--- src/hw/rtl/assert_macros.svh ---
// ----------------------------------------------------------------------------
// Assertion macros
// Concurrent assertion wrappers shared by the RTL; empty when synthesizing.
// ----------------------------------------------------------------------------
`ifndef ASSERT_MACROS_SVH
`define ASSERT_MACROS_SVH
`ifndef SYNTHESIS
// Check on every rising edge, ignored while reset is high.
`define ASSERT_SYNC(lbl, clk, rst, prop, msg) \
   lbl: assert property (@(posedge clk) disable iff (rst) prop) else $error(msg);
// Check on every rising edge, reset included.
`define ASSERT_ALWAYS(lbl, clk, prop, msg) \
   lbl: assert property (@(posedge clk) prop) else $error(msg);
`else
`define ASSERT_SYNC(lbl, clk, rst, prop, msg)
`define ASSERT_ALWAYS(lbl, clk, prop, msg)
`endif
`endif

--- src/hw/rtl/cssh_pkg.sv ---
// ----------------------------------------------------------------------------
// cssh_pkg
// Types, codes and reset values of the client session handshake block.
// ----------------------------------------------------------------------------
package cssh_pkg;

   localparam int CSR_ADDR_W = 5;
   localparam int CSR_DATA_W = 32;

   typedef enum logic [1:0] {
      REQ_TICK  = 2'd0,
      REQ_EVENT = 2'd1,
      REQ_START = 2'd2
   } cssh_req_kind_type;

   typedef enum logic [2:0] {
      EV_CONNECT    = 3'd0,
      EV_JOIN_READY = 3'd1,
      EV_FRAGMENT   = 3'd2,
      EV_DISCONNECT = 3'd3,
      EV_OTHER      = 3'd4
   } cssh_event_type;

   typedef enum logic [3:0] {
      ACT_NONE         = 4'd0,
      ACT_SEND_CONNECT = 4'd1,
      ACT_SEND_INFO    = 4'd2,
      ACT_SEND_DISC    = 4'd3,
      ACT_ADD_PLAYER   = 4'd4,
      ACT_REMOVE       = 4'd5,
      ACT_DELIVER      = 4'd6,
      ACT_CLIENT_DEAD  = 4'd7,
      ACT_BAD_FRAG     = 4'd8
   } cssh_action_type;

   typedef enum logic [3:0] {
      PH_NONE         = 4'd0,
      PH_INIT         = 4'd1,
      PH_TRY_CONNECT  = 4'd2,
      PH_CONNECT_WAIT = 4'd3,
      PH_DEAD         = 4'd4,
      PH_CONNECTED    = 4'd5,
      PH_TRY_JOIN     = 4'd6,
      PH_JOIN_WAIT    = 4'd7,
      PH_JOIN_ACK     = 4'd8,
      PH_JOINED       = 4'd9,
      PH_DISCONNECTED = 4'd10
   } cssh_phase_type;

   typedef enum logic [1:0] {
      BUF_NONE     = 2'd0,
      BUF_PARTIAL  = 2'd1,
      BUF_COMPLETE = 2'd2
   } cssh_buf_type;

   typedef enum logic [2:0] {
      REG_CONNECT_START = 3'd0,
      REG_CONNECT_WAIT  = 3'd1,
      REG_JOIN_START    = 3'd2,
      REG_JOIN_WAIT     = 3'd3,
      REG_ALIVE_PERIOD  = 3'd4
   } cssh_reg_type;

   localparam logic [15:0] CONNECT_START_RESET = 16'd1000;
   localparam logic [15:0] CONNECT_WAIT_RESET  = 16'd5000;
   localparam logic [15:0] JOIN_START_RESET    = 16'd1000;
   localparam logic [15:0] JOIN_WAIT_RESET     = 16'd30000;
   localparam logic [15:0] ALIVE_PERIOD_RESET  = 16'd5000;

   typedef struct packed {
      logic [15:0] connect_start_delay;
      logic [15:0] connect_wait_limit;
      logic [15:0] join_start_delay;
      logic [15:0] join_wait_limit;
      logic [15:0] alive_period;
   } cssh_cfg_type;

   typedef struct packed {
      cssh_req_kind_type req_type;
      logic [31:0]       now;
      cssh_event_type    event_kind;
      logic [15:0]       frag_id;
      logic              frag_complete;
      logic [15:0]       fresh_id;
   } cssh_item_type;

   typedef struct packed {
      cssh_phase_type phase;
      logic [31:0]    deadline;
      logic [15:0]    assigned_player;
      logic           player_assigned;
      logic           heard_from_client;
      logic [15:0]    newest_frag;
      cssh_buf_type   buffer_status;
   } cssh_state_type;

   typedef struct packed {
      cssh_action_type action;
      logic [15:0]     player_id;
      cssh_phase_type  phase;
      logic            last;
   } cssh_result_type;

   typedef struct packed {
      cssh_result_type first;
      cssh_result_type second;
      logic            two;
   } cssh_step_out_type;

   localparam cssh_state_type STATE_RESET = '{
      phase:             PH_NONE,
      deadline:          32'd0,
      assigned_player:   16'd0,
      player_assigned:   1'b0,
      heard_from_client: 1'b0,
      newest_frag:       16'd0,
      buffer_status:     BUF_NONE
   };

endpackage

--- src/hw/rtl/cssh_req_if.sv ---
// ----------------------------------------------------------------------------
// cssh_req_if
// Input channel: ticks, client events and session starts.
// ----------------------------------------------------------------------------
interface cssh_req_if;
   logic        valid;
   logic        ready;
   logic [1:0]  req_type;
   logic [31:0] now;
   logic [2:0]  event_kind;
   logic [15:0] frag_id;
   logic        frag_complete;
   logic [15:0] fresh_id;

   modport source (
      output valid, req_type, now, event_kind, frag_id, frag_complete, fresh_id,
      input  ready
   );
   modport sink (
      input  valid, req_type, now, event_kind, frag_id, frag_complete, fresh_id,
      output ready
   );
endinterface

--- src/hw/rtl/cssh_rsp_if.sv ---
// ----------------------------------------------------------------------------
// cssh_rsp_if
// Result channel: one action beat at a time.
// ----------------------------------------------------------------------------
interface cssh_rsp_if;
   logic        valid;
   logic        ready;
   logic [3:0]  action;
   logic [15:0] player_id;
   logic [3:0]  phase;
   logic        last;

   modport source (
      output valid, action, player_id, phase, last,
      input  ready
   );
   modport sink (
      input  valid, action, player_id, phase, last,
      output ready
   );
endinterface

--- src/hw/rtl/cssh_step.sv ---
// ----------------------------------------------------------------------------
// cssh_step
// Next session state and the one or two result beats for one item.
// ----------------------------------------------------------------------------
module cssh_step (
   input  cssh_pkg::cssh_cfg_type      cfg,
   input  cssh_pkg::cssh_state_type    cur,
   input  cssh_pkg::cssh_item_type     item,
   output cssh_pkg::cssh_state_type    nxt,
   output cssh_pkg::cssh_step_out_type res
);

   logic [15:0]               delay_sel;
   logic [31:0]               armed;
   logic                      due;
   cssh_pkg::cssh_action_type a0;
   cssh_pkg::cssh_action_type a1;
   logic [15:0]               p0;
   logic [15:0]               p1;
   logic                      two;

   // pick the delay for the phase a tick would arm from
   always_comb begin
      case (cur.phase)
         cssh_pkg::PH_INIT:        delay_sel = cfg.connect_start_delay;
         cssh_pkg::PH_TRY_CONNECT: delay_sel = cfg.connect_wait_limit;
         cssh_pkg::PH_CONNECTED:   delay_sel = cfg.join_start_delay;
         cssh_pkg::PH_TRY_JOIN:    delay_sel = cfg.join_wait_limit;
         default:                  delay_sel = cfg.alive_period;
      endcase
   end

   assign armed = item.now + {16'd0, delay_sel};
   assign due   = (item.now >= cur.deadline);

   always_comb begin
      nxt = cur;
      a0  = cssh_pkg::ACT_NONE;
      a1  = cssh_pkg::ACT_NONE;
      p0  = 16'd0;
      p1  = 16'd0;
      two = 1'b0;
      case (item.req_type)
         cssh_pkg::REQ_TICK: begin
            if (due) begin
               case (cur.phase)
                  cssh_pkg::PH_INIT: begin
                     nxt.phase    = cssh_pkg::PH_TRY_CONNECT;
                     nxt.deadline = armed;
                  end
                  cssh_pkg::PH_TRY_CONNECT: begin
                     nxt.phase    = cssh_pkg::PH_CONNECT_WAIT;
                     nxt.deadline = armed;
                     a0           = cssh_pkg::ACT_SEND_CONNECT;
                  end
                  cssh_pkg::PH_CONNECT_WAIT, cssh_pkg::PH_JOIN_WAIT: begin
                     nxt.phase = cssh_pkg::PH_DEAD;
                     a0        = cssh_pkg::ACT_CLIENT_DEAD;
                  end
                  cssh_pkg::PH_CONNECTED: begin
                     nxt.phase    = cssh_pkg::PH_TRY_JOIN;
                     nxt.deadline = armed;
                  end
                  cssh_pkg::PH_TRY_JOIN: begin
                     nxt.assigned_player = item.fresh_id;
                     nxt.player_assigned = 1'b1;
                     nxt.phase           = cssh_pkg::PH_JOIN_WAIT;
                     nxt.deadline        = armed;
                     a0                  = cssh_pkg::ACT_SEND_INFO;
                     p0                  = item.fresh_id;
                  end
                  cssh_pkg::PH_JOIN_ACK: begin
                     nxt.phase = cssh_pkg::PH_JOINED;
                     a0        = cssh_pkg::ACT_ADD_PLAYER;
                     p0        = cur.assigned_player;
                  end
                  cssh_pkg::PH_JOINED: begin
                     if (!cur.heard_from_client) begin
                        // missed liveness: drop the player, then disconnect
                        if (cur.player_assigned) begin
                           a0  = cssh_pkg::ACT_REMOVE;
                           p0  = cur.assigned_player;
                           a1  = cssh_pkg::ACT_SEND_DISC;
                           two = 1'b1;
                        end else begin
                           a0 = cssh_pkg::ACT_SEND_DISC;
                        end
                        nxt.player_assigned = 1'b0;
                        nxt.phase           = cssh_pkg::PH_NONE;
                     end else begin
                        if (cur.buffer_status == cssh_pkg::BUF_COMPLETE) begin
                           a0                = cssh_pkg::ACT_DELIVER;
                           nxt.buffer_status = cssh_pkg::BUF_NONE;
                        end
                        nxt.heard_from_client = 1'b0;
                        nxt.deadline          = armed;
                     end
                  end
                  default: begin
                  end
               endcase
            end
         end
         cssh_pkg::REQ_EVENT: begin
            nxt.heard_from_client = 1'b1;
            case (item.event_kind)
               cssh_pkg::EV_CONNECT: begin
                  if (cur.phase == cssh_pkg::PH_CONNECT_WAIT) begin
                     nxt.deadline = 32'd0;
                     nxt.phase    = cssh_pkg::PH_CONNECTED;
                  end
               end
               cssh_pkg::EV_JOIN_READY: begin
                  if (cur.phase == cssh_pkg::PH_JOIN_WAIT) begin
                     nxt.deadline = 32'd0;
                     nxt.phase    = cssh_pkg::PH_JOIN_ACK;
                  end
               end
               cssh_pkg::EV_FRAGMENT: begin
                  if (item.frag_id == 16'd0) begin
                     a0 = cssh_pkg::ACT_BAD_FRAG;
                  end else if (item.frag_id > cur.newest_frag) begin
                     // newer fragment starts a fresh buffer
                     nxt.newest_frag = item.frag_id;
                     if (item.frag_complete) begin
                        nxt.buffer_status = cssh_pkg::BUF_COMPLETE;
                        nxt.deadline      = 32'd0;
                     end else begin
                        nxt.buffer_status = cssh_pkg::BUF_PARTIAL;
                     end
                  end else if (item.frag_id == cur.newest_frag) begin
                     if (item.frag_complete &&
                         cur.buffer_status == cssh_pkg::BUF_PARTIAL) begin
                        nxt.buffer_status = cssh_pkg::BUF_COMPLETE;
                        nxt.deadline      = 32'd0;
                     end
                  end
               end
               cssh_pkg::EV_DISCONNECT: begin
                  if (cur.player_assigned) begin
                     a0 = cssh_pkg::ACT_REMOVE;
                     p0 = cur.assigned_player;
                  end
                  nxt.player_assigned = 1'b0;
                  nxt.phase           = cssh_pkg::PH_NONE;
               end
               default: begin
               end
            endcase
         end
         cssh_pkg::REQ_START: begin
            nxt.phase           = cssh_pkg::PH_INIT;
            nxt.deadline        = 32'd0;
            nxt.assigned_player = 16'd0;
            nxt.player_assigned = 1'b0;
            nxt.newest_frag     = 16'd0;
            nxt.buffer_status   = cssh_pkg::BUF_NONE;
         end
         default: begin
         end
      endcase
   end

   always_comb begin
      res.two              = two;
      res.first.action     = a0;
      res.first.player_id  = p0;
      res.first.phase      = nxt.phase;
      res.first.last       = !two;
      res.second.action    = a1;
      res.second.player_id = p1;
      res.second.phase     = nxt.phase;
      res.second.last      = 1'b1;
   end

endmodule

--- src/hw/rtl/client_session_handshake_fsm_core.sv ---
// Path: an accepted item passes the input register, then the result register.
// Throughput: one item per cycle when each gives one beat and results are taken;
// a two-beat item holds back further items until its last beat is leaving; the
// single result port draining the 2-entry buffer sets it.
// Reset: synchronous, active high; clears session state and loads the register
// defaults directly, with no clearing pass.
// ----------------------------------------------------------------------------
// client_session_handshake_fsm_core
// Server-side session handshake for one client: phase sequencing, deadlines,
// liveness checks and fragment tracking, with an APB-style register port.
// ----------------------------------------------------------------------------
`include "assert_macros.svh"

module client_session_handshake_fsm_core (
   input  logic                                clock,
   input  logic                                reset,
   cssh_req_if.sink                            req_in,
   cssh_rsp_if.source                          rsp_out,
   input  logic                                csr_psel,
   input  logic                                csr_penable,
   input  logic                                csr_pwrite,
   input  logic [cssh_pkg::CSR_ADDR_W-1:0]     csr_paddr,
   input  logic [cssh_pkg::CSR_DATA_W-1:0]     csr_pwdata,
   output logic [cssh_pkg::CSR_DATA_W-1:0]     csr_prdata,
   output logic                                csr_pready
);

   // ---------------------------------------------------------------------
   // Registers
   // ---------------------------------------------------------------------
   cssh_pkg::cssh_cfg_type      cfg_ff, cfg_in;
   cssh_pkg::cssh_state_type    state_ff, state_in;
   cssh_pkg::cssh_item_type     item_ff, item_in;
   logic                        item_vld_ff, item_vld_in;
   cssh_pkg::cssh_result_type   slot0_ff, slot0_in;
   cssh_pkg::cssh_result_type   slot1_ff, slot1_in;
   logic [1:0]                  out_cnt_ff, out_cnt_in;

   cssh_pkg::cssh_state_type    step_state;
   cssh_pkg::cssh_step_out_type step_res;
   cssh_pkg::cssh_reg_type      csr_idx;
   logic                        csr_wr;
   logic                        req_take;
   logic                        rsp_pop;
   logic                        advance;

   // ---------------------------------------------------------------------
   // Register port: write on the access phase, read back on any cycle
   // ---------------------------------------------------------------------
   assign csr_pready = 1'b1;
   assign csr_idx    = cssh_pkg::cssh_reg_type'(csr_paddr[4:2]);
   assign csr_wr     = csr_psel && csr_penable && csr_pwrite && csr_pready;

   always_comb begin
      cfg_in = cfg_ff;
      if (csr_wr) begin
         case (csr_idx)
            cssh_pkg::REG_CONNECT_START: cfg_in.connect_start_delay = csr_pwdata[15:0];
            cssh_pkg::REG_CONNECT_WAIT:  cfg_in.connect_wait_limit  = csr_pwdata[15:0];
            cssh_pkg::REG_JOIN_START:    cfg_in.join_start_delay    = csr_pwdata[15:0];
            cssh_pkg::REG_JOIN_WAIT:     cfg_in.join_wait_limit     = csr_pwdata[15:0];
            cssh_pkg::REG_ALIVE_PERIOD:  cfg_in.alive_period        = csr_pwdata[15:0];
            default: begin
            end
         endcase
      end
   end

   always_comb begin
      case (csr_idx)
         cssh_pkg::REG_CONNECT_START: csr_prdata = {16'd0, cfg_ff.connect_start_delay};
         cssh_pkg::REG_CONNECT_WAIT:  csr_prdata = {16'd0, cfg_ff.connect_wait_limit};
         cssh_pkg::REG_JOIN_START:    csr_prdata = {16'd0, cfg_ff.join_start_delay};
         cssh_pkg::REG_JOIN_WAIT:     csr_prdata = {16'd0, cfg_ff.join_wait_limit};
         cssh_pkg::REG_ALIVE_PERIOD:  csr_prdata = {16'd0, cfg_ff.alive_period};
         default:                     csr_prdata = '0;
      endcase
   end

   // ---------------------------------------------------------------------
   // Handshake control
   // The item register advances into the result buffer once the buffer can
   // take both beats of an item: empty, or down to its last beat which
   // leaves this cycle. Ready follows the item register, not the state.
   // ---------------------------------------------------------------------
   assign rsp_pop  = (out_cnt_ff != 2'd0) && rsp_out.ready;
   assign advance  = item_vld_ff &&
                     ((out_cnt_ff == 2'd0) || ((out_cnt_ff == 2'd1) && rsp_pop));
   assign req_in.ready = !item_vld_ff || advance;
   assign req_take     = req_in.valid && req_in.ready;

   // capture the incoming beat
   always_comb begin
      item_vld_in           = req_take || (item_vld_ff && !advance);
      item_in               = item_ff;
      if (req_take) begin
         item_in.req_type      = cssh_pkg::cssh_req_kind_type'(req_in.req_type);
         item_in.now           = req_in.now;
         item_in.event_kind    = cssh_pkg::cssh_event_type'(req_in.event_kind);
         item_in.frag_id       = req_in.frag_id;
         item_in.frag_complete = req_in.frag_complete;
         item_in.fresh_id      = req_in.fresh_id;
      end
   end

   // ---------------------------------------------------------------------
   // Session step
   // ---------------------------------------------------------------------
   cssh_step u_step (
      .cfg  (cfg_ff),
      .cur  (state_ff),
      .item (item_ff),
      .nxt  (step_state),
      .res  (step_res)
   );

   // commit the new state only when the item moves on
   assign state_in = advance ? step_state : state_ff;

   // ---------------------------------------------------------------------
   // Result buffer: two entries, head in slot0
   // ---------------------------------------------------------------------
   always_comb begin
      slot0_in   = slot0_ff;
      slot1_in   = slot1_ff;
      out_cnt_in = out_cnt_ff;
      if (advance) begin
         // buffer is empty after this edge's pop, so load both slots
         slot0_in   = step_res.first;
         slot1_in   = step_res.second;
         out_cnt_in = step_res.two ? 2'd2 : 2'd1;
      end else if (rsp_pop) begin
         // advance the second beat to the head
         slot0_in   = slot1_ff;
         out_cnt_in = out_cnt_ff - 2'd1;
      end
   end

   assign rsp_out.valid     = (out_cnt_ff != 2'd0);
   assign rsp_out.action    = slot0_ff.action;
   assign rsp_out.player_id = slot0_ff.player_id;
   assign rsp_out.phase     = slot0_ff.phase;
   assign rsp_out.last      = slot0_ff.last;

   // ---------------------------------------------------------------------
   // Clocked blocks
   // ---------------------------------------------------------------------
   always_ff @(posedge clock) begin
      if (reset) begin
         item_vld_ff <= 1'b0;
         out_cnt_ff  <= 2'd0;
         state_ff    <= cssh_pkg::STATE_RESET;
         cfg_ff.connect_start_delay <= cssh_pkg::CONNECT_START_RESET;
         cfg_ff.connect_wait_limit  <= cssh_pkg::CONNECT_WAIT_RESET;
         cfg_ff.join_start_delay    <= cssh_pkg::JOIN_START_RESET;
         cfg_ff.join_wait_limit     <= cssh_pkg::JOIN_WAIT_RESET;
         cfg_ff.alive_period        <= cssh_pkg::ALIVE_PERIOD_RESET;
      end else begin
         item_vld_ff <= item_vld_in;
         out_cnt_ff  <= out_cnt_in;
         state_ff    <= state_in;
         cfg_ff      <= cfg_in;
      end
   end

   // payload only, no reset
   always_ff @(posedge clock) begin
      item_ff  <= item_in;
      slot0_ff <= slot0_in;
      slot1_ff <= slot1_in;
   end

   // ---------------------------------------------------------------------
   // Assertions
   // ---------------------------------------------------------------------
   // the first beat of a pair always has its partner queued behind it
   `ASSERT_SYNC(a_pair_held, clock, reset,
      ((out_cnt_ff != 2'd0) && !slot0_ff.last) |-> (out_cnt_ff == 2'd2),
      "first beat of a pair without its partner")
   // every item that leaves the input register shows a result beat next cycle
   `ASSERT_SYNC(a_adv_result, clock, reset,
      advance |=> rsp_out.valid,
      "advanced item produced no result beat")
   // a held item stays in the input register
   `ASSERT_SYNC(a_item_kept, clock, reset,
      (item_vld_ff && !advance) |=> item_vld_ff,
      "stalled item dropped")
   // the disconnected phase is transient and never stored
   `ASSERT_SYNC(a_no_disc_phase, clock, reset,
      state_ff.phase != cssh_pkg::PH_DISCONNECTED,
      "transient phase stored")
   // a session start always lands in init with no player
   `ASSERT_SYNC(a_start_init, clock, reset,
      (advance && (item_ff.req_type == cssh_pkg::REQ_START)) |=>
         ((state_ff.phase == cssh_pkg::PH_INIT) && !state_ff.player_assigned),
      "session start did not reach init")

endmodule

--- src/flat_wrapper.sv ---
// flat-port wrapper written by rule: the top's interface ports become plain ports
module client_session_handshake_fsm_core_flat 
  (clock, reset, csr_psel, csr_penable, csr_pwrite, csr_paddr, csr_pwdata, csr_prdata, csr_pready, req_in_valid, req_in_req_type, req_in_now, req_in_event_kind, req_in_frag_id, req_in_frag_complete, req_in_fresh_id, req_in_ready, rsp_out_valid, rsp_out_action, rsp_out_player_id, rsp_out_phase, rsp_out_last, rsp_out_ready);
  cssh_req_if req_in_i ();
  cssh_rsp_if rsp_out_i ();
  input  logic clock;
  input  logic reset;
  input  logic csr_psel;
  input  logic csr_penable;
  input  logic csr_pwrite;
  input  logic [cssh_pkg::CSR_ADDR_W-1:0] csr_paddr;
  input  logic [cssh_pkg::CSR_DATA_W-1:0] csr_pwdata;
  output logic [cssh_pkg::CSR_DATA_W-1:0] csr_prdata;
  output logic csr_pready;
  input wire logic [$bits(req_in_i.valid)-1:0] req_in_valid;
  input wire logic [$bits(req_in_i.req_type)-1:0] req_in_req_type;
  input wire logic [$bits(req_in_i.now)-1:0] req_in_now;
  input wire logic [$bits(req_in_i.event_kind)-1:0] req_in_event_kind;
  input wire logic [$bits(req_in_i.frag_id)-1:0] req_in_frag_id;
  input wire logic [$bits(req_in_i.frag_complete)-1:0] req_in_frag_complete;
  input wire logic [$bits(req_in_i.fresh_id)-1:0] req_in_fresh_id;
  output wire logic [$bits(req_in_i.ready)-1:0] req_in_ready;
  output wire logic [$bits(rsp_out_i.valid)-1:0] rsp_out_valid;
  output wire logic [$bits(rsp_out_i.action)-1:0] rsp_out_action;
  output wire logic [$bits(rsp_out_i.player_id)-1:0] rsp_out_player_id;
  output wire logic [$bits(rsp_out_i.phase)-1:0] rsp_out_phase;
  output wire logic [$bits(rsp_out_i.last)-1:0] rsp_out_last;
  input wire logic [$bits(rsp_out_i.ready)-1:0] rsp_out_ready;
  assign req_in_i.valid = req_in_valid;
  assign req_in_i.req_type = req_in_req_type;
  assign req_in_i.now = req_in_now;
  assign req_in_i.event_kind = req_in_event_kind;
  assign req_in_i.frag_id = req_in_frag_id;
  assign req_in_i.frag_complete = req_in_frag_complete;
  assign req_in_i.fresh_id = req_in_fresh_id;
  assign req_in_ready = req_in_i.ready;
  assign rsp_out_valid = rsp_out_i.valid;
  assign rsp_out_action = rsp_out_i.action;
  assign rsp_out_player_id = rsp_out_i.player_id;
  assign rsp_out_phase = rsp_out_i.phase;
  assign rsp_out_last = rsp_out_i.last;
  assign rsp_out_i.ready = rsp_out_ready;
  client_session_handshake_fsm_core u_core (.clock(clock), .reset(reset), .req_in(req_in_i), .rsp_out(rsp_out_i), .csr_psel(csr_psel), .csr_penable(csr_penable), .csr_pwrite(csr_pwrite), .csr_paddr(csr_paddr), .csr_pwdata(csr_pwdata), .csr_prdata(csr_prdata), .csr_pready(csr_pready));
endmodule
--- config.mk ---
export PLATFORM = sky130hd
export DESIGN_NAME = client_session_handshake_fsm_core_flat
export DESIGN_NICKNAME = d
export VERILOG_FILES = /design/src/hw/rtl/cssh_pkg.sv /design/src/hw/rtl/cssh_req_if.sv /design/src/hw/rtl/cssh_rsp_if.sv /design/src/hw/rtl/cssh_step.sv /design/src/hw/rtl/client_session_handshake_fsm_core.sv /design/src/flat_wrapper.sv
export VERILOG_INCLUDE_DIRS = /design/src /design/src/hw/rtl
export SDC_FILE = /design/constraint.sdc
export NUM_CORES = 1
export LEC_CHECK = 0
export ABC_AREA = 1
export BUFFER_PORTS_ARGS = -buffer_cell sky130_fd_sc_hd__clkbuf_2
export CORE_ASPECT_RATIO = 0.6
export CORE_MARGIN = 3
export CORE_UTILIZATION = 38
export CTS_BUF_LIST = sky130_fd_sc_hd__clkbuf_2
export DETAILED_ROUTE_END_ITERATION = 10
export GPL_ROUTABILITY_DRIVEN = 0
export SLEW_MARGIN = 20
export SYNTH_ARGS = -nofsm -noshare
export SYNTH_HDL_FRONTEND = slang
export SYNTH_SLANG_ARGS = --single-unit
--- constraint.sdc ---
create_clock -name clock -period 3.1 [get_ports clock]
set_input_delay 0.465 -clock clock [delete_from_list [all_inputs] [get_ports clock]]
set_output_delay 0.465 -clock clock [all_outputs]
set_load 0.01 [all_outputs]
## Yosys cells after proc, flatten, opt, wreduce, memory -nomap -nowiden

Cells that the tools add are included.

| word-level totals | value |
|---|---|
| register bits | 258 |
| bits in latches | 0 |
| bits in writable memories | 0 |
| ROM bits | 0 |
| input bits | 114 |
| output and inout bits | 60 |
| logic and storage cells | 179 |
| memories kept | 0 |

| cells by class | value |
|---|---|
| add/sub/neg operators | 2 |
| multipliers | 0 |
| div/mod/pow operators | 0 |
| order comparisons | 2 |
| equal/unequal tests | 43 |
| shift-type cells | 0 |
| muxes and demuxes | 64 |
| bitwise operators | 3 |
| reduce and logical (&&, ||, !) cells | 39 |

Operators with widths:

| kind | count |
|---|---|
| $mux 32 | 6 |
| $pmux 36 s3 | 1 |
| $mux 16 | 6 |
| $pmux 16 s2 | 3 |
| $pmux 32 s3 | 1 |
| $pmux 16 s5 | 1 |
| $mux 36 | 2 |
| $pmux 16 s4 | 1 |
| $pmux 32 s2 | 1 |
| $mux 54 | 1 |
| $mux 25 | 2 |
| $pmux 16 s3 | 1 |
| $mux 18 | 2 |
| $add 32x16->32 | 1 |
| $ge 32x32->1 | 1 |
| $pmux 4 s7 | 1 |
| $mux 2 | 12 |
| $pmux 4 s5 | 1 |
| $ne 3x3->1 const B | 6 |
| $eq 16x16->1 | 1 |
| $gt 16x16->1 | 1 |
| $logic_not 16->1 | 1 |
| $mux 4 | 4 |
| $pmux 4 s2 | 2 |
| 39 further kinds | 94 |

## Depth between registers and ports, before layout

Gate-level depths: netlist of run 1.

| logic depth | value |
|---|---|
| depth after elaboration | 9 |
| depth in mapped cells | 25 |
| mapped depth without buffers | 22 |

## By module

Synthesis of run 1 repeated with hierarchy kept, for this count alone.

| unflattened totals | value |
|---|---|
| cell total of the unflattened synthesis | 2286 |
| area total of the unflattened synthesis | 16434.5 um^2 |

Modules (own cells, without submodules):

| module | times used | cells each | area each (um^2) | seq. area each (um^2) |
|---|---|---|---|---|
| client_session_handshake_fsm_core | 1 | 1056 | 10058.4 | 6706.4 |
| cssh_step | 1 | 1230 | 6376.1 | 0.0 |

## Worst setup path before layout of run 1

Ideal clock, no wire load.

| timing path | value |
|---|---|
| kind | flip-flop to flip-flop |
| from | register u_core.state_ff[70] in the netlist's numbering |
| to | register u_core.state_ff[46] in the netlist's numbering |
| library setup time | 0.115 ns |
| arrival | 3.251 ns |
| required time | 2.985 ns |
| setup slack | -0.266 ns |
| stages on the path, launching flop included | 23 |
| buffers on the path | 3 |
| clock period less this slack | 3.366 ns |
| cell sequence | dfxtp_1 buf_4 inv_1 nor2_4 nand2_1 nand3_2 inv_2 clkbuf_1 clkbuf_1 a21oi_1 ha_1 fa_1 nand3_1 nand2_1 nand3_1 nand2_1 nand2_1 nand2_1 or2_2 nand4_1 nand3_1 nand2_1 nor2_1 |

| on the way | value |
|---|---|
| word-level cells in the longest chain between the ends | 7 |
| elaborated cells on any way between the ends | 19 |
| classes of those cells | add/sub: 1; eq/ne: 11; mux: 5; reduce/logical: 2 |

Ends and longest elaborated chain:

| what | RTL line | RTL |
|---|---|---|
| start: declaration | client_session_handshake_fsm_core.sv:32 | `cssh_pkg::cssh_state_type state_ff, state_in;` |
| start signal: assignment | client_session_handshake_fsm_core.sv:152 | `state_ff <= cssh_pkg::STATE_RESET;` |
| start signal: assignment | client_session_handshake_fsm_core.sv:161 | `state_ff <= state_in;` |
| $eq 4x3->1 (tied with other cells) | cssh_step.sv:24, cssh_step.sv:46 |  |
| $pmux 16 s4 | cssh_step.sv:24 | `case (cur.phase)` |
| $add 32x16->32 | cssh_step.sv:33 | `assign armed = item.now + {16'd0, delay_sel};` |
| $mux 32 | cssh_step.sv:78 | `if (!cur.heard_from_client) begin` |
| $pmux 32 s2 | cssh_step.sv:46 | `case (cur.phase)` |
| $mux 54 | cssh_step.sv:45 | `if (due) begin` |
| $pmux 36 s3 | cssh_step.sv:43 | `case (item.req_type)` |

Parallel ways exist; a longest one is shown, timed or not. The select of a mux whose other input is x is not followed.
A chain may end at the register's enable or synchronous reset.

## Worst setup path in the final report of run 1

| timing path | value |
|---|---|
| from | register u_core.state_ff[68] in the netlist's numbering |
| to | register u_core.state_ff[53] in the netlist's numbering |

Same word-level chain as after synthesis.

==> metrics.md, run 1 <==
| Metric | Value |
|---|---|
| Outcome | finished, violations left |
| Violated checks | negative setup slack |
| Fin nets | around 2400 |
| Die height | between 150 and 200 um |
| Dominant synthesized flop cell | dfxtp_1 |
| Clk_skew | 0.104 ns |
| Number of global-route vias before repair | around 13000 |
| Internal | between 6 and 7 mW |
| Number of flops mapped to enable cells by yosys | 100 |
| Part of the power in registers | around two fifths |
| Max_slew headroom | between 30% and 40% |
| GR Util All Layers | 22.9% |
| Vias per cell | 5.18 |
| Boundary Pins | about 170 |
| Core ar. | between 30000 and 40000 um^2 |
| Asr flop ratio synth | 0% |
| Worst setup EP type | register |
| Max IR drop VDD | approximately 290 uV |
| Max cap viols | 0 |
| P&R area growth vs syn | 33.2% |
| Crit path kind | reg2reg |
| Switch Pwr | 3.44 mW |
| Seq cells post-synth | 255 |
| Final Hold Fails | 0 |
| RSZ-0062 raised after global routing | yes |
| Critical path peak fanout | 4 |
| CTS Sinks | between 200 and 300 |
| DR DRC count | 0 |
| Critical Path AT | 3.97 ns |
| Post-Route WL | roughly 47000 um |
| Highest clock rate | about 320 MHz |
| Switching Share | a little over a third |
| Post-route ant nets | 0 |
| Logic pwr share | a little under a third |
| Static Leakage | 8.05 nW |
| Nature of the critical path startpoint | register |
| Hold_ws | approximately 0.18 ns |
| Clock power frac | a little over a quarter |
| Clock slew at reported path FFs | about 0.11 ns |
| Starting Density | around two fifths |
| Largest net degree at the start of global routing | 65 |
| Placed cells | ~2500 |
| Pins Over Slew Limit | 0 |
| Final Cycle Share | 100% |
| Skew-Pair Late Insertion Delay | 0.96 ns |
| Setup WS pre-CTS | -0.399 ns |
| Mapped Area | approximately 14000 um^2 |
| Synth top area cells | dfxtp_1, edfxtp_1, nand2_1, ha_1, a21oi_1 |
| Mapped Avg Cell Area | between 7 and 8 um^2 |
| CTS tree | built |
| Post-layout min period | about 3.1 ns |
| PnR worst setup slack | -0.0111 ns |
| Detailed Routing Iterations Pass 1 | 6 |
| Slew @ Worst Pin | 1.00 ns |
| Final cell count without fillers | approximately 2700 |
| Die X | around 250 um |
| P per Cell Area | between 500 and 600 nW/um^2 |
| CTS HTree Levels | 3 |
| CTS Buffer Depth | 3 |
| Yosys warns | 0 |
| Count of cell types in the netlist | between 50 and 60 |
| DR vias | roughly 14000 |
| Input/output buffers | approximately 140 |
| Cells after Synth | about 1800 |
| Std-Cell Rows | 53 |
| Fin Setup TNS | -0.0191 ns |
| Share of the synthesized area in the top cell type | between 20 and 25% |
| Layout Utilization | between 50% and 60% |
| Die ar. | between 30000 and 40000 um^2 |
| Grt ovf | 0 |
| Hpwl dp | around 32000 um |
| Num CTS Buffers | between 60 and 70 |
| Drt initial violations | 1340 |
| Setup violations, final | 2 |
| Mean routed wirelength per cell | 17.2 um |
| Sequential share of the synthesized area | roughly 43% |
| Layout cells sized above 1 | approximately a quarter |
| Initial antenna violation count | 2 |
| Hold WC Path Type | in2reg |
| Post-synth top cells | nand2_1, inv_1, nor2_1 |
| Area leader, netlist | dfxtp_1 |
| Top-count cell post-synth | nand2_1 |
| First-pass GRT wire length | roughly 71000 um |
| Root Driver | clkbuf_2 |
| WP data required | roughly 4.0 ns |
[critical path, stage by stage, from the launching register on]
cell and delay [ns]:
dfxtp_2 0.36, inv_4 0.05, buf_12 0.12, nor2_8 0.16
nand2_4 0.09, nand3_4 0.10, buf_6 0.13, buf_4 0.12
nor2_1 0.05, a31oi_2 0.23, buf_4 0.19, ha_4 0.21
nand2_2 0.09, nor2_4 0.04, buf_4 0.13, buf_4 0.13
a21oi_2 0.20, nand3_1 0.10, nand2_1 0.06, nand4_1 0.19
nand3_1 0.17, nand2_1 0.06, nor2_1 0.10
[area by class of cell]
cell class                      instances  area [um^2]
Sequential cell                       255         6120
Fill cell                            3319        17000
Antenna cell                            1         2.50
Clock buffer                           98          490
Inverter                              209          801
Timing Repair Buffer                  385         3000
Clock inverter                         22          179
Tap cell                              467          584
Multi-Input combinational cell       1296         7600
[metal layers]
layer | up-vias | part of all wire (%) | track usage (%) | wire length, um
met3 | 97 | 9.1 | 5.83 | 4270
met5 | - | 0.017 | 0 | 8
li1 | 6965 | - | - | -
met2 | 604 | 40 | 31.1 | 18800
met4 | 2 | 2.5 | 6.91 | 1170
met1 | 6502 | 48 | 35.1 | 22700
[placed cells by master (no fill, tap or decap), types with 5 or more instances in the layout]
cell	instances
edfxtp_1	100
a211oi_2	8
nor2_1	183
buf_4	132
ha_1	56
a21oi_2	22
nand2_1	358
inv_2	6
clkinv_1	14
nor2_4	10
a21oi_1	141
conb_1	17
a221oi_1	12
buf_6	10
nor3_1	15
nand3_1	154
nand2_2	23
nand4_1	32
ha_4	18
clkinv_2	5
o211ai_1	21
o21ai_0	99
inv_1	196
dfxtp_1	151
or2_2	5
a21oi_4	7
dlygate4sd3_1	90
nand2_4	9
nor2_2	9
clkbuf_2	236
nand3_2	11
buf_12	13
o21ai_1	7
o22ai_1	9
[per-stage QoR]
| stage | instance area [um^2] | total power [mW] |
|---|---|---|
| 2_1_floorplan | 14200 | 5.54 |
| 3_3_place_gp | 16100 | 6.51 |
| 3_5_place_dp | 16100 | 6.56 |
| 4_1_cts | 17800 | 9.34 |
| 5_1_grt | 18800 | 10.3 |
| 6_report | 18800 | 9.67 |
[power groups by stage]
stage | clock network, mW | registers [mW] | logic, mW
final | 2.61 | 4.05 | 3.00
after global routing | 2.88 | 4.09 | 3.29
after CTS | 2.70 | 4.04 | 2.60
after detailed placement | 0 | 4.11 | 2.45
after global placement | 0 | 4.11 | 2.41
after floorplan | 0 | 4.10 | 1.44
[registers in the layout, indices dropped and copies added (netlist names)]
name	flops
u_core.out_cnt_ff	2
u_core.rsp_out.phase	4
u_core.item_vld_ff	1
u_core.cfg_ff	80
u_core.slot1_ff	5
u_core.state_ff	72
u_core.rsp_out.last	1
u_core.rsp_out.action	4
u_core.rsp_out.player_id	16
u_core.item_ff	70
[final timing paths]
kind | cells after the start | to | from | slack (ns)
worst max-delay path | 22 | u_core.state_ff[53]$_SDFFE_PP0P_ | u_core.state_ff[68]$_SDFFE_PP0P_ | -0.01
worst min-delay path | 5 | u_core.cfg_ff[65]$_SDFFE_PP0P_ | csr_penable | 0.18
worst max register to register | 22 | u_core.state_ff[53]$_SDFFE_PP0P_ | u_core.state_ff[68]$_SDFFE_PP0P_ | -0.01
worst min register to register | 2 | u_core.state_ff[9]$_SDFFE_PP0P_ | u_core.state_ff[9]$_SDFFE_PP0P_ | 0.47
[timing repair]
item | 4_1_cts | 5_1_grt
endpoints found under the hold margin | 153 | 0
buffers inserted | 1 | 17
pin swaps | 4 | 54
gates resized for setup | 39 | 161
setup endpoints to repair | 26 | 27
hold buffers | 90 | 0
gates cloned | 0 | 1
[logic make-up after synthesis]
| family | synth area share (%) |
|---|---|
| AOI/OAI and AO/OA | 14.9 |
| xor gates and xnor gates | 0.497 |
| adders and majority gates | 6.72 |
| other | 0.0533 |
| DFF | 43.4 |
| and+or+nand+nor | 25.2 |
| buffers and inverters | 9.24 |
Note: power is estimated with default switching activity, not from simulation.
==> run 2: changes to the inputs <==
Settings changed: SKIP_CTS_REPAIR_TIMING from default to 1.
==> run 2 against run 1 <==
Against the previous run: the flow still finishes with violations (negative setup slack); sequential share of layout area up 0.21 points; total power down 0.57%; core utilization down 0.34 points; first-iteration DRC count up 2.9%; worst hold slack worse by 0.11 ns; worst setup slack worse by 0.039 ns; clock skew down 0.0083 ns; die area unchanged; critical endpoint unchanged; largest cell class unchanged; highest routed layer unchanged.
==> metrics.md, run 2 (synthesis gave the netlist of run 1 again) <==
| Metric | Value |
|---|---|
| Critical path launch point | u_core.state_ff[70]$_SDFFE_PP0P_ |
| Max IR drop VDD | between 200 and 300 uV |
| Initial antenna violation count | 2 |
| Mean routed wirelength per cell | ~17 um |
| Die height | 155 um |
| Critical-path top delay cell | dfxtp_2 |
| First-pass GRT wire length | slightly below 70000 um |
| R2R Setup Slk | -0.05 ns |
| Most common cell type on the critical path | nand2_1 |
| CTS tree | built |
| Final Cycle Share | 102% |
| Fin nets | 2400 |
| CP cell instances | inv_2 -> nor2_4 -> nand2_4 -> nand3_4 -> inv_6 -> buf_6 -> a211oi_2 -> a21oi_2 -> buf_4 -> ha_4 -> nand2_1 -> nor2_2 -> nor3b_4 -> buf_4 -> nand4_1 -> nand3_1 -> nand2_1 -> nand4_1 -> nand3_1 -> nand2_1 -> nor2_1 |
| WP data required | slightly below 4 ns |
| GR Util All Layers | 22.3% |
| CP top delay family | simple AND/OR/NAND/NOR gates |
| Clk_skew | roughly 0.096 ns |
| P&R area growth vs syn | 32.4% |
| Starting Density | about two fifths |
| Area occupied by multi-input gates | 7560 um^2 |
| Crit path kind | reg2reg |
| Nature of the critical path startpoint | register |
| Grt ovf | 0 |
| Worst setup EP type | register |
| DR DRC count | 0 |
| Core ar. | 35700 um^2 |
| Number of flip-flops in the largest register | 80 |
| Fillers | 3329 |
| Pins Over Slew Limit | 0 |
| CTS Buffer Depth | 3 |
| Skew-Pair Late Insertion Delay | 0.96 ns |
| Post-route ant nets | 0 |
| Number of global-route vias before repair | approximately 12000 |
| Worst path depth | 21 |
| Slew @ Worst Pin | 0.994 ns |
| Setup WS pre-CTS | -0.399 ns |
| Placed cells | around 2500 |
| Hold WC Path Type | in2reg |
| Max cap viols | 0 |
| Reg with most FFs | u_core.cfg_ff |
| Outcome | finished, violations left |
| Most frequent cells in the layout | nand2_1, clkbuf_2, inv_1 |
| Top flop regs | u_core.cfg_ff (80), u_core.state_ff (72), u_core.item_ff (70) |
| Drt initial violations | about 1400 |
| PnR worst setup slack | -0.0505 ns |
| DR vias | between 10000 and 15000 |
| Layout cells sized above 1 | 25.2% |
| Highest clock rate | 317 MHz |
| Layout Utilization | between 50% and 60% |
| Post-route total power | roughly 9.6 mW |
| Hold_ws | between 0.07 and 0.08 ns |
| Hpwl dp | between 30000 and 40000 um |
| Commonest non-fill, non-tap cell in the layout | nand2_1 |
| Root Driver | clkbuf_2 |
| Clock slew at reported path FFs | between 0.1 and 0.15 ns |
| Violated checks | negative setup slack |
| Static Leakage | 8.00 nW |
| Setup violations, final | 1 |
| Critical path peak fanout | 6 |
| Std-Cell Rows | 53 |
| Die ar. | approximately 39000 um^2 |
| Detailed Routing Iterations Pass 1 | 6 |
| Final Hold Fails | 0 |
| Input/output buffers | about 140 |
| Boundary Pins | 174 |
| Reg2reg end | u_core.state_ff[53]$_SDFFE_PP0P_ |
| P per Cell Area | a little over 500 nW/um^2 |
| Die X | about 250 um |
| Vias per cell | around 5.2 |
| Storage cell area | between 6000 and 7000 um^2 |
| Num CTS Buffers | 67 |
| RSZ-0062 raised after global routing | yes |
| Final cell count without fillers | about 2700 |
| Post-layout min period | approximately 3.2 ns |
| Post-Route WL | between 40000 and 50000 um |
| Max stage delay on crit path | 0.39 ns |
| CP bufs+invs | 5 |
| Reg2reg start | u_core.state_ff[70]$_SDFFE_PP0P_ |
| Largest net degree at the start of global routing | between 60 and 70 |
| Worst setup path end | u_core.state_ff[53]$_SDFFE_PP0P_ |
| Critical Path AT | a little under 4 ns |
| CTS HTree Levels | 3 |
| Max_slew headroom | roughly 34% |
| R2r worst-path depth | 21 |
| CTS Sinks | around 260 |
## run 2: worst reg2reg max path, cell delays in order, from the launching register on
cell and delay, ns:
dfxtp_2 0.39, inv_2 0.08, nor2_4 0.16, nand2_4 0.08, nand3_4 0.10, inv_6 0.05, buf_6 0.13, a211oi_2 0.19
a21oi_2 0.08, buf_4 0.18, ha_4 0.28, nand2_1 0.09, nor2_2 0.13, nor3b_4 0.25, buf_4 0.16, nand4_1 0.10
nand3_1 0.09, nand2_1 0.05, nand4_1 0.19, nand3_1 0.12, nand2_1 0.08, nor2_1 0.04
## run 2: cell type report
cell class                 count  share of cell area [%]
tap                          467                    3.13
multi-input combinational   1296                    40.6
clock inverter                22                   0.960
timing repair buffer         382                    15.6
antenna                        1                  0.0134
clock buffer                  98                    2.63
inverter                     209                    4.27
sequential                   255                    32.8
## run 2: routing by layer
| layer | vias up | part of all wire, % | global-route usage, % |
|---|---|---|---|
| li1 | 6960 | - | - |
| met1 | 6518 | 48 | 34.9 |
| met2 | 650 | 40 | 29.8 |
| met3 | 93 | 9.4 | 5.58 |
| met4 | 2 | 2.3 | 6.29 |
| met5 | - | 0.017 | 0 |
## run 2: how the worst min path moves through the flow
stage / start / end / slack, ns / cells after the start
after global routing: reset / u_core.cfg_ff[51]$_SDFFE_PP1P_ / 0.04 / 3
final: reset / u_core.cfg_ff[51]$_SDFFE_PP1P_ / 0.08 / 3
after global placement: u_core.state_ff[0]$_SDFFE_PP0P_ / u_core.state_ff[0]$_SDFFE_PP0P_ / 0.45 / 2
after floorplan: u_core.cfg_ff[17]$_SDFFE_PP0P_ / u_core.cfg_ff[17]$_SDFFE_PP0P_ / 0.44 / 2
after CTS: req_in_frag_id[5] / u_core.item_ff[22]$_DFFE_PP_ / -0.43 / 1
after detailed placement: u_core.state_ff[9]$_SDFFE_PP0P_ / u_core.state_ff[9]$_SDFFE_PP0P_ / 0.46 / 2
## run 2: power by group
part           internal (mW)  switching (mW)
combinational           1.24            1.71
clock                   1.10            1.51
sequential              3.85           0.203
total                   6.20            3.42
## run 2: through the flow
stage,setup TNS (ns),instance area (um^2)
global route,-2.53,18600
floorplan,0,14200
finish,-0.0505,18600
global placement,-3.13,16100
detailed placement,-4.18,16100
CTS,-3.96,16800
==> run 3: changes to the inputs <==
Settings changed: CORE_MARGIN 3 to 2, SKIP_CTS_REPAIR_TIMING 1 to default.
==> run 3 against run 2 <==
Against the previous run: the flow still finishes with violations (negative setup slack); largest power group unchanged; global-route usage is 0.48 points higher; clock power is 9.9% lower; total power is 0.77% higher; final cell count is 1.1% higher; flip-flop and latch count stayed put; non-clock buffer count is 29 higher; highest routed layer is now met4; first-iteration DRC count is 5.7% lower; critical path type unchanged; critical path depth stayed put; critical endpoint is now u_core.state_ff[47]$_SDFFE_PP0P_.
==> metrics.md, run 3 (synthesis gave the netlist of run 1 again) <==
| Metric | Value |
|---|---|
| Number of global-route vias before repair | 13200 |
| Reg with most FFs | u_core.cfg_ff |
| P per Cell Area | 501 nW/um^2 |
| P&R area growth vs syn | 37.4% |
| Layout Utilization | 53.1% |
| Initial antenna violation count | 0 |
| GR Util All Layers | a little under a quarter |
| Fin Setup TNS | -1.58 ns |
| Mean routed wirelength per cell | between 15 and 20 um |
| Die height | roughly 150 um |
| Max_slew headroom | about a third |
| Critical path launch point | u_core.state_ff[68]$_SDFFE_PP0P_ |
| Commonest non-fill, non-tap cell in the layout | nand2_1 |
| CTS Buffer Depth | 3 |
| Hpwl dp | about 31000 um |
| Fin nets | about 2400 |
| CTS tree | built |
| Slew @ Worst Pin | roughly 0.98 ns |
| Max cap viols | 0 |
| CTS Sinks | 255 |
| Starting Density | approximately two fifths |
| Setup violations, final | 25 |
| Outcome | finished, violations left |
| Core ar. | about 36000 um^2 |
| Most frequent cells in the layout | nand2_1, clkbuf_2, inv_1 |
| Post-route cell area | 19300 um^2 |
| Fillers | 3374 |
| Area occupied by multi-input gates | 8000 um^2 |
| Setup WS pre-CTS | -0.274 ns |
| Violated checks | negative setup slack |
| Critical path peak fanout | 5 |
| Placement Cell Area | between 15000 and 20000 um^2 |
| Final Hold Fails | 0 |
| Clk_skew | about 0.095 ns |
| Number of flip-flops in the largest register | 80 |
| CP top delay family | simple AND/OR/NAND/NOR gates |
| Input/output buffers | 138 |
| Max IR drop VDD | between 200 and 300 uV |
| First-pass GRT wire length | roughly 70000 um |
| Post-route ant nets | 0 |
| DR vias | between 10000 and 15000 |
| Post-route total power | approximately 9.7 mW |
| CP cell instances | inv_4 -> buf_12 -> nor2_8 -> nand2_4 -> nand3_4 -> buf_6 -> o21ai_4 -> a311oi_2 -> a21oi_2 -> ha_1 -> a21oi_2 -> inv_2 -> nor2_2 -> nand2_2 -> nand2_2 -> nand2_4 -> or2_4 -> nand4_1 -> nand3_1 -> nand2_1 -> nor2_1 |
| Std-Cell Rows | 54 |
| Grt ovf | 0 |
| Max stage delay on crit path | approximately 0.38 ns |
| DR DRC count | 0 |
| Crit path kind | reg2reg |
| Antenna Cells | 0 |
| Die ar. | 38700 um^2 |
| Root Driver | clkbuf_2 |
| Nature of the critical path startpoint | register |
| Post-Route WL | about 48000 um |
| Die X | 253 um |
| Num CTS Buffers | 66 |
| Final Cycle Share | 104% |
| Worst setup EP type | register |
| Reg2reg start | u_core.state_ff[68]$_SDFFE_PP0P_ |
| Critical-path top delay cell | dfxtp_2 |
| Highest clock rate | approximately 310 MHz |
| Min-delay src | reset |
| Storage cell area | ~6100 um^2 |
| Critical Path AT | 4.04 ns |
| Drt initial violations | 1301 |
| Top flop regs | u_core.cfg_ff (80), u_core.state_ff (72), u_core.item_ff (70) |
| Skew-Pair Late Insertion Delay | roughly 0.94 ns |
| Post-layout min period | roughly 3.2 ns |
| Layout cells sized above 1 | between 20 and 30% |
| Boundary Pins | 174 |
| CTS HTree Levels | 3 |
| Pins Over Slew Limit | 0 |
| Largest net degree at the start of global routing | 65 |
| Clock slew at reported path FFs | roughly 0.12 ns |
| Hold WC Path Type | in2reg |
| PnR worst setup slack | -0.138 ns |
| Detailed Routing Iterations Pass 1 | 6 |
| RSZ-0062 raised after global routing | yes |
| WP data required | slightly below 4 ns |
| CP bufs+invs | 4 |
| Static Leakage | ~8.3 nW |
| Vias per cell | between 5 and 6 |
run 3: repair_timing:
item	4_1_cts	5_1_grt
setup buffers	23	28
resized for setup	91	222
pin swaps	35	107
hold buffers	89	0
endpoints found under the hold margin	153	0
endpoints found under the setup margin	27	46
gates cloned	0	7
run 3: final timing paths:
kind | end | slack (ns) | cells after the start
worst max-delay path | u_core.state_ff[47]$_SDFFE_PP0P_ | -0.14 | 21
worst min-delay path | u_core.cfg_ff[51]$_SDFFE_PP1P_ | 0.09 | 4
worst max register to register | u_core.state_ff[47]$_SDFFE_PP0P_ | -0.14 | 21
worst min register to register | u_core.state_ff[10]$_SDFFE_PP0P_ | 0.47 | 2
run 3: where the power goes:
group          total, mW  internal (mW)  switching (mW)
combinational       3.29           1.41            1.88
sequential          4.04           3.85           0.191
clock               2.36          0.909            1.45
total               9.69           6.17            3.52
run 3: layout make-up:
class | instances | area share (%)
Sequential cell | 255 | 31.6
Timing Repair Buffer | 411 | 16.9
Clock buffer | 96 | 2.48
Inverter | 209 | 4.16
Tap cell | 476 | 3.08
Clock inverter | 15 | 0.485
Multi-Input combinational cell | 1299 | 41.3
run 3: metrics by stage:
step,hold WS [ns],cells
detailed placement,0.455,2509
floorplan,0.439,1856
global placement,0.451,2509
finish,0.0923,2761
global route,0.0795,2761
CTS,0.00444,2731
run 3: tightest hold or removal path, stage by stage:
cell	delay, ns
clkbuf_2	0.10
inv_2	0.04
buf_4	0.24
nand3_1	0.14
run 3: metal layers:
layer / global-route usage [%] / part of all wire, %
met5: 0 / 0
met1: 33.1 / 46
met2: 33.7 / 44
met4: 6.85 / 2.0
met3: 5.02 / 8.4
